===== config.mk =====
export PLATFORM = sky130hd
export DESIGN_NAME = hba_hue_wrap
export DESIGN_NICKNAME = d
export VERILOG_FILES = /design/src/rtl/core/hba_pkg.sv /design/src/rtl/core/hba_hue_wrap.sv
export SDC_FILE = /design/constraint.sdc
export NUM_CORES = 1
export LEC_CHECK = 0
export ABC_AREA = 1
export BUFFER_PORTS_ARGS = -buffer_cell sky130_fd_sc_hd__buf_2
export CORE_ASPECT_RATIO = 1.1
export CORE_MARGIN = 4
export CORE_UTILIZATION = 51
export DETAILED_ROUTE_END_ITERATION = 12
export PLACE_DENSITY = 0.77
export SYNTH_ARGS = -nofsm -noshare
export SYNTH_HDL_FRONTEND = slang
export SYNTH_SLANG_ARGS = --single-unit

===== constraint.sdc =====
create_clock -name clock -period 5.95 [get_ports clock]
set_clock_uncertainty 0.15 [all_clocks]
set_input_delay 0.8925 -clock clock [delete_from_list [all_inputs] [get_ports clock]]
set_output_delay 0.8925 -clock clock [all_outputs]
set_load 0.02 [all_outputs]

===== src/rtl/core/hba_pkg.sv =====
// ----------------------------------------------------------------------------
// hba_pkg: shared definitions of the hue band HSB adjuster
// Widths, band edges, reciprocal constants, the item type that travels
// between the delta stages and the tone stages, and small helper functions.
// ----------------------------------------------------------------------------
package hba_pkg;

   localparam int NUM_BANDS  = 7;
   localparam int NUM_COLORS = NUM_BANDS - 1;
   localparam int NUM_COMPS  = 3;
   localparam int SHIFT_W    = 25;
   localparam int HUE_W      = 9;
   localparam int PIX_W      = 16;
   localparam int IDX_W      = 3;

   // Component codes of a packed shift register.
   localparam int COMP_HUE = 0;
   localparam int COMP_SAT = 1;
   localparam int COMP_BRI = 2;

   localparam logic [9:0] RAMP_DEG       = 10'd30;
   localparam logic [9:0] HUE_FULL_TURN  = 10'd360;

   // Ramp start, flat start, flat end, ramp end of each colour band.
   localparam logic [8:0] BAND_EDGE [NUM_COLORS][4] = '{
      '{9'd315, 9'd345, 9'd15,  9'd45 },
      '{9'd15,  9'd45,  9'd75,  9'd105},
      '{9'd75,  9'd105, 9'd135, 9'd165},
      '{9'd135, 9'd165, 9'd195, 9'd225},
      '{9'd195, 9'd225, 9'd255, 9'd285},
      '{9'd255, 9'd285, 9'd315, 9'd345}
   };

   // floor(x / 30) = (x * 8739) >> 18, exact for x below 10082.
   localparam logic [13:0] RECIP_30 = 14'd8739;
   // floor(x / 360) = (x * 2913) >> 20, exact for x below 10082.
   localparam logic [11:0] RECIP_360 = 12'd2913;
   // floor(x / 100) = (x * 10737419) >> 30, exact for x below 14128182.
   localparam logic [23:0] RECIP_100 = 24'd10737419;

   localparam logic [12:0] HUE_BIAS   = 13'd1800;
   localparam logic [8:0]  HUE_MOD    = 9'd360;
   localparam logic [15:0] Q16_ONE    = 16'hFFFF;
   localparam logic [7:0]  PCT_FULL   = 8'd100;

   typedef logic [NUM_BANDS-1:0][SHIFT_W-1:0] shift_array_type;

   typedef struct packed {
      logic               valid;
      logic [HUE_W-1:0]   hue;
      logic [PIX_W-1:0]   sat;
      logic [PIX_W-1:0]   bri;
      logic signed [11:0] dh;
      logic signed [7:0]  ds;
      logic signed [7:0]  db;
   } delta_type;

   // One signed component of a packed shift register, widened to 9 bits.
   function automatic logic signed [8:0] shift_field(input logic [SHIFT_W-1:0] value,
                                                     input int comp);
      logic signed [8:0] f;
      case (comp)
         COMP_HUE: f = value[8:0];
         COMP_SAT: f = {value[16], value[16:9]};
         COMP_BRI: f = {value[24], value[24:17]};
         default:  f = '0;
      endcase
      return f;
   endfunction

   // Weight 0..30 of a colour band at the given hue.
   function automatic logic [4:0] band_weight(input logic [HUE_W-1:0] hue, input int band);
      logic [9:0] h;
      logic [9:0] ll;
      logic [9:0] l;
      logic [9:0] r;
      logic [9:0] rr;
      logic [9:0] w;
      h  = {1'b0, hue};
      ll = {1'b0, BAND_EDGE[band][0]};
      l  = {1'b0, BAND_EDGE[band][1]};
      r  = {1'b0, BAND_EDGE[band][2]};
      rr = {1'b0, BAND_EDGE[band][3]};
      w  = '0;
      if (l < r) begin
         if (h >= l && h <= r) begin
            w = RAMP_DEG;
         end else if (h >= ll && h <= l) begin
            w = h - ll;
         end else if (h >= r && h <= rr) begin
            w = rr - h;
         end
      end else begin
         // The band wraps through zero degrees.
         if ((h >= l && h <= HUE_FULL_TURN) || h <= r) begin
            w = RAMP_DEG;
         end else if (h >= ll && h <= l) begin
            w = h - ll;
         end else if (h >= r && h <= rr) begin
            w = rr - h;
         end
      end
      return w[4:0];
   endfunction

   // Clip a summed delta to -100..100.
   function automatic logic signed [7:0] clip_pct(input logic signed [11:0] v);
      logic signed [7:0] c;
      if (v > 12'sd100) begin
         c = 8'sd100;
      end else if (v < -12'sd100) begin
         c = -8'sd100;
      end else begin
         c = v[7:0];
      end
      return c;
   endfunction

endpackage


===== src/rtl/core/hba_hue_wrap.sv =====
// ----------------------------------------------------------------------------
// hba_hue_wrap: hue addition and wrap into 0..359
// A reciprocal quotient, a remainder step, then two stages that keep the
// hue in line with the tone stages.
// ----------------------------------------------------------------------------
module hba_hue_wrap (
   input  logic                       clock,
   input  hba_pkg::delta_type         delta,
   output logic [hba_pkg::HUE_W-1:0]  out_hue
);
   import hba_pkg::*;

   logic [12:0]      x5_ff;
   logic [12:0]      x5_in;
   logic [3:0]       q5_ff;
   logic [24:0]      q5_prod;
   logic [HUE_W-1:0] h6_ff;
   logic [12:0]      r6;
   logic [HUE_W-1:0] h7_ff;
   logic [HUE_W-1:0] h8_ff;

   // The bias is a multiple of 360, so the sum is never negative.
   always_comb begin
      x5_in   = {4'd0, delta.hue} + {delta.dh[11], delta.dh} + HUE_BIAS;
      q5_prod = x5_in * RECIP_360;
      r6      = x5_ff - (13'(q5_ff) * 13'(HUE_MOD));
   end

   always_ff @(posedge clock) begin
      x5_ff <= x5_in;
      q5_ff <= q5_prod[23:20];
      h6_ff <= r6[8:0];
      h7_ff <= h6_ff;
      h8_ff <= h7_ff;
   end

   assign out_hue = h8_ff;

endmodule


After elaboration in Yosys (flattened, before gate mapping)
Index checks and enable logic that the tools add are counted.
{"block": "classes", "add_sub_neg": 3, "mul": 2}
{"op": "$mul A13 B12 Y24 const B", "n": 1}
{"op": "$add A10 B12 Y13", "n": 1}
{"op": "$add A13 B11 Y13 const B", "n": 1}
{"op": "$sub A9 B9 Y9", "n": 1}
{"op": "$mul A4 B6 Y6 const B", "n": 1}
{"block": "word_totals", "output_inout_bits": 9, "in_bits": 71, "register_bits": 40}

Depth between registers and ports, before layout
Gate-level depths: netlist (run 1).
{"block": "logic_depth", "depth_word": 3, "depth_mapped": 30}

Worst setup path before layout (run 1)
Ideal clock, no wire load.
{"block": "synth_path", "path_type": "input -> register", "from": "input port delta[19] in the netlist's numbering", "to": "register q5_ff[3]", "setup_ps": 112, "arrival_time_ps": 5671, "path_stages": 25, "required_ps": 5688, "setup_slack_ps": 17, "cell_sequence": "inv_1 ha_1 inv_1 ha_1 a21oi_1 nand2_1 a21oi_1 nor3_1 nor2_1 xor2_1 ha_1 fa_1 inv_1 fa_1 inv_1 fa_1 ha_1 ha_1 nand2_1 nor2_1 nand2_1 o221ai_1 a31oi_1 nand3_1 nand2_1"}
{"block": "synth_between", "elab_chain_len": 3}
{"element": "start, declared", "line_no": "hba_hue_wrap.sv:8", "source": "input hba_pkg::delta_type delta,"}
{"element": "$add A10 B12 Y13", "line_no": "hba_hue_wrap.sv:24", "source": "x5_in = {4'd0, delta.hue} + {delta.dh[11], delta.dh} + HUE_BIAS;"}
{"element": "$add A13 B11 Y13", "line_no": "hba_hue_wrap.sv:24"}
{"element": "$mul A13 B12 Y24", "line_no": "hba_hue_wrap.sv:25", "source": "q5_prod = x5_in * RECIP_360;"}
{"element": "named net q5_prod[23]", "line_no": "hba_hue_wrap.sv:16", "source": "logic [24:0] q5_prod;"}
{"element": "end signal, assigned", "line_no": "hba_hue_wrap.sv:31", "source": "q5_ff <= q5_prod[23:20];"}
{"element": "end, declared", "line_no": "hba_hue_wrap.sv:15", "source": "logic [3:0] q5_ff;"}
The timed path passes the listed nets, and every way through them passes these cells.

Final worst setup path (run 1)
{"block": "layout_path", "from": "input port delta[19] in the netlist's numbering", "to": "register q5_ff[2]"}
{"block": "layout_between", "elab_chain_len": 3}
{"element": "$add A10 B12 Y13", "line_no": "hba_hue_wrap.sv:24"}
{"element": "$add A13 B11 Y13", "line_no": "hba_hue_wrap.sv:24"}
{"element": "named net x5_in[6]", "line_no": "hba_hue_wrap.sv:14", "source": "logic [12:0] x5_in;"}
{"element": "$mul A13 B12 Y24", "line_no": "hba_hue_wrap.sv:25"}
{"element": "named net q5_prod[22]", "line_no": "hba_hue_wrap.sv:16"}
The timed path passes the listed nets, and every way through them passes these cells.

==> metrics.csv, run 1 <==
metric,value,unit
outcome,finished clean,
grt peak-use layer,met2,
maximum number of pins on one net before global-route repair,13,
utilization after layout,65.31,%
nature of the critical path startpoint,primary input,
Post-synth top flop,sky130_fd_sc_hd__dfxtp_1,
RSZ-0062 raised after global routing,yes,
total buffers and inverters traversed by the critical path,8,
total DRC errors in the routed layout,0,
"setup slack, reg-to-reg",3440,ps
highest fanout seen on the critical path,3,
final setup vio count,0,
post-synthesis async set-or-reset flop share,0,%
met2 Track Usage GR,37.74,%
most area-consuming cells after synthesis,"sky130_fd_sc_hd__ha_1, sky130_fd_sc_hd__dfxtp_1, sky130_fd_sc_hd__fa_1, sky130_fd_sc_hd__inv_1, sky130_fd_sc_hd__nand2_1",
critical path required time,5970,ps
"Distinct cells, synth",36,
Fin. Hold Viols,0,
critical path data arrival time,5790,ps
biggest cell delay along the critical path,560,ps
global routing usage on met3,1.988,%
share of the yosys chip area belonging to registers,19.42,%
clock transition at the registers of the reported paths,70,ps
top cell family by delay on the critical path,adder cells,
GR Layer Usage met1,21.73,%
Syn Std Cell Area,4124,um^2
Clk Tree Root Cell,sky130_fd_sc_hd__clkbuf_8,
total inserted antenna cells,0,
post-route clock period utilization,96.96,%
drt total wl,8866,um
cell with the biggest individual delay on the critical path,sky130_fd_sc_hd__fa_1,
setup ws final,181.2,ps
Final min period,5769,ps
width of the die,93.74,um
average instance area after synthesis,9.004,um^2
reported max-cap violation count,0,
most common cell type on the critical path,sky130_fd_sc_hd__nand2_1,
number of buffer cells added on primary ports,30,
proportion of layout cells with a drive suffix above 1,27.67,%
count of clock tree sinks,40,
Antenna Violating Nets Remaining,0,
first-pass GRT wire length,14820,um
routability cong.,0.8596,
Routed wire per std cell,13.41,um
Setup CP Type,in -> reg,
kind of path behind the tightest hold check,reg -> reg,
worst skew pair latency,290,ps
First-pass DRT Iterations,4,
CTS H-tree depth,2,
y dimension of the die,102.3,um
Num CTS Buffers,5,
ratio of routed vias to standard cells,5.080,
#FFs+latches synth,40,
transition time at the pin with the least slew margin,336.8,ps
Syn Nets,659,
clock tree from TritonCTS,built,
Max Transition Viols Final,0,
number of standard cells after synthesis,458,
Max clock buf depth,2,
worst slew margin relative to its limit,77.31,%
layout overhead on the synthesized area,25.30,%
post-DP HPWL,7367,um
Final nets,753,
cell type contributing the most total cell area after synthesis,sky130_fd_sc_hd__ha_1,
area of the die,9591,um^2
Boundary Pins,80,
number of global-route vias before repair,3555,
Yosys top cell area share,29.73,%
CP endpoint kind,flop,
synth warn,0,
FP Rows,34,
total number of vias,3358,
GRT Residual Overflow,0,
initial cell density of the core,52.12,%
number of enable-type register cells in the synthesized netlist,0,
Setup Slack @ Placement,-301.3,ps
initial detailed-routing violation count,165,
total global routing track utilization,19.24,%
core footprint,7913,um^2
maximum clock frequency,173.3,MHz
number of antenna violations at the first check in global routing,0,
## what timing repair did
action,4_1_cts,5_1_grt
gates resized for setup,2,33
setup buffers,0,5
endpoints found under the setup margin,1,4
pin swaps,0,14
hold buffers,0,0
## placed cells by master (no fill, tap or decap), types with 2 or more instances in the layout
master                      n
sky130_fd_sc_hd__a21oi_1   15
sky130_fd_sc_hd__inv_1     84
sky130_fd_sc_hd__o21ai_0    5
sky130_fd_sc_hd__nor2_2     3
sky130_fd_sc_hd__ha_1      91
sky130_fd_sc_hd__o21bai_1   2
sky130_fd_sc_hd__xnor2_1   11
sky130_fd_sc_hd__nor3_1     2
sky130_fd_sc_hd__a21oi_2    9
sky130_fd_sc_hd__nand3b_1   2
sky130_fd_sc_hd__buf_4     59
sky130_fd_sc_hd__dfxtp_1   40
sky130_fd_sc_hd__fa_2       2
sky130_fd_sc_hd__a21o_1     3
sky130_fd_sc_hd__nor2_1    13
sky130_fd_sc_hd__nor2_4     2
sky130_fd_sc_hd__nand2_4    2
sky130_fd_sc_hd__nand4_1    5
sky130_fd_sc_hd__xor2_1    11
sky130_fd_sc_hd__a31oi_1    4
sky130_fd_sc_hd__xor2_2     2
sky130_fd_sc_hd__ha_4       7
sky130_fd_sc_hd__nand3_1   19
sky130_fd_sc_hd__clkbuf_8   7
sky130_fd_sc_hd__nand2_1   59
sky130_fd_sc_hd__nor3_2     3
sky130_fd_sc_hd__buf_2     30
sky130_fd_sc_hd__inv_2      3
sky130_fd_sc_hd__nand2_2   16
sky130_fd_sc_hd__fa_1      30
## cell usage after synthesis, types with 2 or more instances
master,instances
sky130_fd_sc_hd__a21o_1,3
sky130_fd_sc_hd__a21oi_1,22
sky130_fd_sc_hd__a21oi_2,2
sky130_fd_sc_hd__a31oi_1,5
sky130_fd_sc_hd__dfxtp_1,40
sky130_fd_sc_hd__fa_1,32
sky130_fd_sc_hd__ha_1,98
sky130_fd_sc_hd__inv_1,85
sky130_fd_sc_hd__inv_2,2
sky130_fd_sc_hd__nand2_1,63
sky130_fd_sc_hd__nand2_2,13
sky130_fd_sc_hd__nand3_1,19
sky130_fd_sc_hd__nand3b_1,2
sky130_fd_sc_hd__nand4_1,5
sky130_fd_sc_hd__nor2_1,15
sky130_fd_sc_hd__nor2_2,2
sky130_fd_sc_hd__nor3_1,4
sky130_fd_sc_hd__o21ai_0,5
sky130_fd_sc_hd__o21bai_1,2
sky130_fd_sc_hd__xnor2_1,11
sky130_fd_sc_hd__xor2_1,13
## cell type report
type	instances	area [um^2]
inverter	88	332.8
timing repair buffer	89	593.1
fill	616	2745
clock buffer	7	96.34
tap	108	135.1
sequential	40	800.8
multi-input combinational	328	3179
clock inverter	1	30.03
## state kept, by name, indices dropped and copies added, names as in the netlist
register  cells
h6_ff         9
h7_ff         9
out_hue       9
x5_ff         9
q5_ff         4
## through the flow
step | std cells | hold WS [ps] | instance area, um^2 | TNS (ps)
5_1_grt | 661 | 187.4 | 5167 | -212.6
4_1_cts | 656 | 179.3 | 4936 | 0
6_report | 661 | 178.5 | 5167 | 0
3_5_place_dp | 648 | 162.1 | 4800 | -1134
2_1_floorplan | 458 | 159.6 | 4124 | 0
3_3_place_gp | 648 | 160.3 | 4800 | -774.9
## worst reg2reg max path: cells and delay by family, from the launching register on
family	cells	cell delay, ps
AO/OA/AOI/OAI	1	190
XOR/XNOR	1	90
adder cells (fa/ha/maj)	5	1470
buffers and inverters	1	70
flip-flops	1	440
## cell families after synthesis
logic type	Yosys count	synth area share, %
DFF	40	19.42
buffers and inverters	90	8.435
adders and majority gates	130	45.27
AOI/OAI and AO/OA	46	6.614
and+or+nand+nor	127	14.50
xor gates and xnor gates	25	5.765
## per-layer routing
layer	vias to the layer above	share of wire (%)
met5	-	0
met4	0	2.5
met3	24	2.6
met2	69	54
met1	1588	40
li1	1677	-
## path summary, 6_finish.rpt
kind	startpoint	endpoint	depth (start not counted)
setup / recovery	delta[19]	q5_ff[2]	28
hold / removal	h6_ff[0]	h7_ff[0]	0
setup reg to reg	q5_ff[1]	h6_ff[8]	8
hold reg to reg	h6_ff[0]	h7_ff[0]	0
Power of run 1 is left out: the tool's default activity adds up to more than one toggle a clock period on the data nets, which glitch-free logic cannot reach.
==> inputs of run 2 (changes only) <==
--- a/config.mk
+++ b/config.mk
@@ -5,13 +5,12 @@
 export SDC_FILE = /design/constraint.sdc
 export NUM_CORES = 1
 export LEC_CHECK = 0
-export ABC_AREA = 1
 export BUFFER_PORTS_ARGS = -buffer_cell sky130_fd_sc_hd__buf_2
 export CORE_ASPECT_RATIO = 1.1
 export CORE_MARGIN = 4
 export CORE_UTILIZATION = 51
 export DETAILED_ROUTE_END_ITERATION = 12
-export PLACE_DENSITY = 0.77
+export PLACE_DENSITY = 0.78
 export SYNTH_ARGS = -nofsm -noshare
 export SYNTH_HDL_FRONTEND = slang
 export SYNTH_SLANG_ARGS = --single-unit
==> metrics.csv, run 2 <==
metric,value,unit
transition time at the pin with the least slew margin,341.9,ps
reported max-cap violation count,0,
Boundary Pins,80,
Routed wire per std cell,15.23,um
total number of vias,3012,
total DRC errors in the routed layout,0,
clock tree from TritonCTS,built,
width of the die,92.10,um
number of enable-type register cells in the synthesized netlist,0,
M1 wire length,3427,um
Worst Hold Slack,180.4,ps
cell with the biggest individual delay on the critical path,sky130_fd_sc_hd__fa_1,
initial detailed-routing violation count,97,
share of the yosys chip area belonging to registers,20.18,%
fill cell count,521,
top cell family by delay on the critical path,adder cells,
"setup slack, reg-to-reg",3470,ps
utilization after layout,70.78,%
FP Rows,33,
Yosys top cell area share,30.91,%
average instance area after synthesis,10.67,um^2
number of standard cells after synthesis,372,
initial cell density of the core,52.80,%
maximum clock frequency,158.2,MHz
Fin. Hold Viols,0,
Syn Nets,573,
First-pass DRT Iterations,4,
routability cong.,0.8379,
RSZ-0062 raised after global routing,yes,
post-synthesis async set-or-reset flop share,0,%
Final min period,6320,ps
Max Transition Viols Final,0,
uppermost signal routing layer after detailed routing,met4,
Syn Std Cell Area,3968,um^2
Num CTS Buffers,5,
#FFs+latches synth,40,
kind of path behind the tightest hold check,reg -> reg,
total inserted antenna cells,0,
cell type contributing the most total cell area after synthesis,sky130_fd_sc_hd__ha_1,
biggest cell delay along the critical path,550,ps
critical path required time,5980,ps
Post-synth top flop,sky130_fd_sc_hd__dfxtp_1,
most frequent standard cell in the layout excluding fill and tap cells,sky130_fd_sc_hd__ha_1,
total buffers and inverters traversed by the critical path,1,
"Distinct cells, synth",50,
CTS H-tree depth,2,
setup ws final,-370.5,ps
area of the die,9256,um^2
number of global-route vias before repair,3200,
met3 WL post-DR,163,um
highest fanout seen on the critical path,5,
final sum of negative setup slack,-1012,ps
number of antenna violations at the first check in global routing,0,
most frequent cells in the layout,"sky130_fd_sc_hd__ha_1, sky130_fd_sc_hd__buf_4, sky130_fd_sc_hd__inv_1, sky130_fd_sc_hd__dfxtp_1, sky130_fd_sc_hd__fa_1",
first-pass GRT wire length,14010,um
Max clock buf depth,2,
worst skew pair latency,300,ps
post-route clock period utilization,106.2,%
core footprint,7515,um^2
clock transition at the registers of the reported paths,80,ps
synth cell count leaders,"sky130_fd_sc_hd__ha_1, sky130_fd_sc_hd__inv_1, sky130_fd_sc_hd__dfxtp_1, sky130_fd_sc_hd__fa_1, sky130_fd_sc_hd__xnor2_1",
GRT Residual Overflow,0,
met2 layer wire length in the routed design,5118,um
CP endpoint kind,flop,
critical path data arrival time,6350,ps
most common cell type on the critical path,sky130_fd_sc_hd__fa_1,
Final nets,677,
Setup CP Type,in -> reg,
Antenna Violating Nets Remaining,0,
outcome,finished with violations,
synth warn,0,
count of clock tree sinks,40,
ratio of routed vias to standard cells,5.175,
number of buffer cells added on primary ports,30,
final setup vio count,4,
most area-consuming cells after synthesis,"sky130_fd_sc_hd__ha_1, sky130_fd_sc_hd__dfxtp_1, sky130_fd_sc_hd__fa_1, sky130_fd_sc_hd__inv_1, sky130_fd_sc_hd__xnor2_1",
total global routing track utilization,18.70,%
failing checks,setup timing,
nature of the critical path startpoint,primary input,
maximum number of pins on one net before global-route repair,15,
y dimension of the die,100.5,um
Clk Tree Root Cell,sky130_fd_sc_hd__clkbuf_8,
layout overhead on the synthesized area,34.06,%
proportion of layout cells with a drive suffix above 1,35.85,%
worst slew margin relative to its limit,77.11,%
post-DP HPWL,6787,um
drt total wl,8862,um
most repeated cell in the gate-level netlist after synthesis,sky130_fd_sc_hd__ha_1,
critical-path cell list,"buf_2, ha_2, ha_4, fa_2, a21o_1, and4_2, nor2_4, xnor2_4, nor2_1, nor2_2, fa_1, fa_1, fa_1, ha_1, ha_1, nand2_1, or3_4, a221oi_4, o211ai_1, a21oi_1, xnor3_1",
==> run 2: cell types whose count changed after synthesis, moves of 3 or more <==
cell / change
sky130_fd_sc_hd__nand3_1: -16
sky130_fd_sc_hd__inv_1: -23
sky130_fd_sc_hd__nor2b_1: +4
sky130_fd_sc_hd__a21oi_1: -5
sky130_fd_sc_hd__o21a_1: +4
sky130_fd_sc_hd__and2_1: +6
sky130_fd_sc_hd__a21o_1: +5
sky130_fd_sc_hd__xnor2_1: +7
sky130_fd_sc_hd__nand2_2: -13
sky130_fd_sc_hd__nand2_1: -54
sky130_fd_sc_hd__nor3_1: -3
sky130_fd_sc_hd__nand4_1: -3
sky130_fd_sc_hd__nor2_1: -5
==> run 2: routing by layer <==
metal	vias up	global-route usage [%]
li1	1471	-
met1	1492	21.95
met2	37	35.84
met3	12	1.494
met4	0	6.171
met5	-	0
==> run 2: path summary, 6_finish.rpt <==
path,startpoint,to,cells after the start
max,delta[17],q5_ff[3],21
min,h7_ff[6],out_hue[6],0
min reg2reg,h7_ff[6],out_hue[6],0
max reg2reg,q5_ff[1],h6_ff[8],8
==> run 2: cell families after synthesis <==
group | after synthesis | synth area share (%)
buf+inv | 65 | 6.212
simple gates | 45 | 6.024
mux | 2 | 0.5046
flops | 40 | 20.18
compound gates | 55 | 10.63
xor+xnor | 34 | 9.145
fa+ha+maj | 131 | 47.30
==> run 2: repair_timing <==
action / in CTS / in global routing
endpoints found under the setup margin: 4 / 4
gates resized for setup: 14 / 24
pin swaps: 10 / 28
endpoints found under the hold margin: 0 / 0
setup buffers: 4 / 8
hold buffers: 0 / 0
==> run 2: layout make-up <==
cell class,instances,area [um^2],share of cell area (%)
clock inverter,3,46.29,0.8704
tap,105,131.4,2.470
inverter,62,232.7,4.375
clock buffer,5,68.82,1.294
timing repair buffer,100,691.9,13.01
multi-input combinational,267,3347,62.93
sequential,40,800.8,15.06
==> run 2: through the flow <==
step / cell area [um^2] / std cells / worst slack (ps)
global route: 5319 / 582 / -556.1
finish: 5319 / 582 / -370.5
global placement: 4870 / 563 / -628.8
detailed placement: 4870 / 563 / -766.3
CTS: 5115 / 575 / -311.1
floorplan: 4165 / 372 / -212.5
Power of run 2 is left out for the same reason.
==> inputs of run 3 (changes only) <==
--- a/config.mk
+++ b/config.mk
@@ -8,9 +8,9 @@
 export BUFFER_PORTS_ARGS = -buffer_cell sky130_fd_sc_hd__buf_2
 export CORE_ASPECT_RATIO = 1.1
 export CORE_MARGIN = 4
-export CORE_UTILIZATION = 51
+export CORE_UTILIZATION = 57
 export DETAILED_ROUTE_END_ITERATION = 12
-export PLACE_DENSITY = 0.78
+export PLACE_DENSITY = 0.82
 export SYNTH_ARGS = -nofsm -noshare
 export SYNTH_HDL_FRONTEND = slang
 export SYNTH_SLANG_ARGS = --single-unit
==> constraint.sdc (replaced) <==
create_clock -name clock -period 7.2 [get_ports clock]
set_clock_uncertainty 0.15 [all_clocks]
set_input_delay 1.08 -clock clock [delete_from_list [all_inputs] [get_ports clock]]
set_output_delay 1.08 -clock clock [all_outputs]
set_load 0.02 [all_outputs]
==> metrics.csv, run 3 (synthesis gave the netlist of run 2 again) <==
metric,value,unit
outcome,finished clean,
area of the die,8361,um^2
first-pass GRT wire length,12360,um
Max clock buf depth,2,
Setup Slack @ Placement,-151.5,ps
count of clock tree sinks,40,
Min-Delay Startpoint,h6_ff[6],
worst hold path depth,0,
maximum number of pins on one net before global-route repair,15,
Max Transition Viols Final,0,
FP Rows,31,
met3 WL post-DR,171,um
total global routing track utilization,18.60,%
worst skew pair latency,290,ps
Hold Buf Count CTS,0,
post-DP HPWL,6195,um
GRT Residual Overflow,0,
Final min period,6965,ps
number of global-route vias before repair,2935,
uppermost signal routing layer after detailed routing,met4,
Fin. Hold Viols,0,
width of the die,87.55,um
setup ws final,234.9,ps
critical path required time,7240,ps
number of antenna violations at the first check in global routing,0,
Setup CP Type,in -> reg,
nature of the critical path startpoint,primary input,
worst slew margin relative to its limit,64.31,%
met2 layer wire length in the routed design,3870,um
most frequent cells in the layout,"sky130_fd_sc_hd__ha_1, sky130_fd_sc_hd__inv_1, sky130_fd_sc_hd__dfxtp_1, sky130_fd_sc_hd__fa_1, sky130_fd_sc_hd__buf_4",
total DRC errors in the routed layout,0,
reported max-cap violation count,0,
fill cell count,487,
proportion of layout cells with a drive suffix above 1,18.91,%
kind of path behind the tightest hold check,reg -> reg,
final setup vio count,0,
First-pass DRT Iterations,4,
layout overhead on the synthesized area,15.26,%
number of buffer cells added on primary ports,30,
routability cong.,0.8399,
CP endpoint kind,flop,
"setup slack, reg-to-reg",4690,ps
Num CTS Buffers,5,
post-route clock period utilization,96.74,%
Boundary Pins,80,
Reg2Reg Capture Point,h6_ff[8],
total number of vias,2805,
final sum of negative setup slack,0,ps
clock tree from TritonCTS,built,
ratio of routed vias to standard cells,5.384,
most frequent standard cell in the layout excluding fill and tap cells,sky130_fd_sc_hd__ha_1,
cells on worst reg2reg path,8,
initial cell density of the core,59.47,%
critical path data arrival time,7010,ps
origin of the worst setup path,delta[18],
y dimension of the die,95.50,um
drt total wl,7217,um
M1 wire length,3028,um
Final nets,639,
maximum clock frequency,143.6,MHz
Clk Tree Root Cell,sky130_fd_sc_hd__clkbuf_8,
RR Startpoint,q5_ff[1],
transition time at the pin with the least slew margin,534.0,ps
CTS H-tree depth,2,
Worst Hold Slack,179.5,ps
highest fanout seen on the critical path,3,
total inserted antenna cells,0,
initial detailed-routing violation count,54,
hold-critical path endpoint,h7_ff[6],
Routed wire per std cell,13.85,um
clock transition at the registers of the reported paths,80,ps
Antenna Violating Nets Remaining,0,
core footprint,6671,um^2
[run 3: cell types whose count changed in the layout (fill, tap and decap cells not counted), moves of 4 or more]
cell / change
sky130_fd_sc_hd__ha_1: +20
sky130_fd_sc_hd__ha_2: -4
sky130_fd_sc_hd__inv_1: +8
sky130_fd_sc_hd__ha_4: -16
sky130_fd_sc_hd__buf_4: -37
sky130_fd_sc_hd__inv_2: -8
sky130_fd_sc_hd__xnor2_1: +5
[run 3: cell type report]
| cell class | instances | area, um^2 | area share [%] |
|---|---|---|---|
| clock inverters | 3 | 46.29 | 1.012 |
| inverters | 62 | 232.7 | 5.089 |
| flip-flops and latches | 40 | 800.8 | 17.51 |
| repair buffers | 62 | 390.4 | 8.536 |
| multi-input cells | 267 | 2932 | 64.10 |
| well taps | 82 | 102.6 | 2.243 |
| clock buffers | 5 | 68.82 | 1.505 |
[run 3: per-stage QoR]
stage | utilization [%] | instance area [um^2] | cells
after floorplan | - | 3968 | 372
after global placement | 66.43 | 4432 | 511
after detailed placement | 66.43 | 4432 | 511
after CTS | 68.15 | 4547 | 519
after global routing | 68.55 | 4573 | 521
final | 68.55 | 4573 | 521
[run 3: worst max-delay path, stage by stage]
cell                       delay, ps
sky130_fd_sc_hd__buf_2           100
sky130_fd_sc_hd__ha_1            300
sky130_fd_sc_hd__ha_1            320
sky130_fd_sc_hd__a211o_1         300
sky130_fd_sc_hd__o211ai_1        140
sky130_fd_sc_hd__a211oi_2        130
sky130_fd_sc_hd__buf_4           160
sky130_fd_sc_hd__a31oi_1         210
sky130_fd_sc_hd__xnor2_1         190
sky130_fd_sc_hd__ha_1            310
sky130_fd_sc_hd__fa_1            550
sky130_fd_sc_hd__inv_1            50
sky130_fd_sc_hd__fa_1            490
sky130_fd_sc_hd__inv_1            60
sky130_fd_sc_hd__fa_1            480
sky130_fd_sc_hd__ha_1            310
sky130_fd_sc_hd__ha_1            300
sky130_fd_sc_hd__nand3_1         120
sky130_fd_sc_hd__or3_1           420
sky130_fd_sc_hd__a221oi_2        270
sky130_fd_sc_hd__o211ai_1        210
sky130_fd_sc_hd__a21bo_2         230
sky130_fd_sc_hd__a221oi_1        270
[run 3: what timing repair did]
action                                  CTS  global route
endpoints found under the setup margin    0             2
buffers inserted                          0             2
resized for setup                         0             2
[run 3: worst max path at each step]
stage | slack, ps | to | cells past startpoint
5_1_grt | -20 | q5_ff[2] | 23
6_report | 230 | q5_ff[2] | 23
4_1_cts | 170 | q5_ff[3] | 23
3_3_place_gp | -30 | q5_ff[3] | 22
2_1_floorplan | 280 | q5_ff[3] | 21
3_5_place_dp | -150 | q5_ff[3] | 23
[run 3: per-layer routing]
metal,vias up,track usage [%]
met4,0,6.266
met1,1348,21.84
met3,15,1.901
met5,-,0
li1,1397,-
met2,45,34.80
Power of run 3 is left out for the same reason.
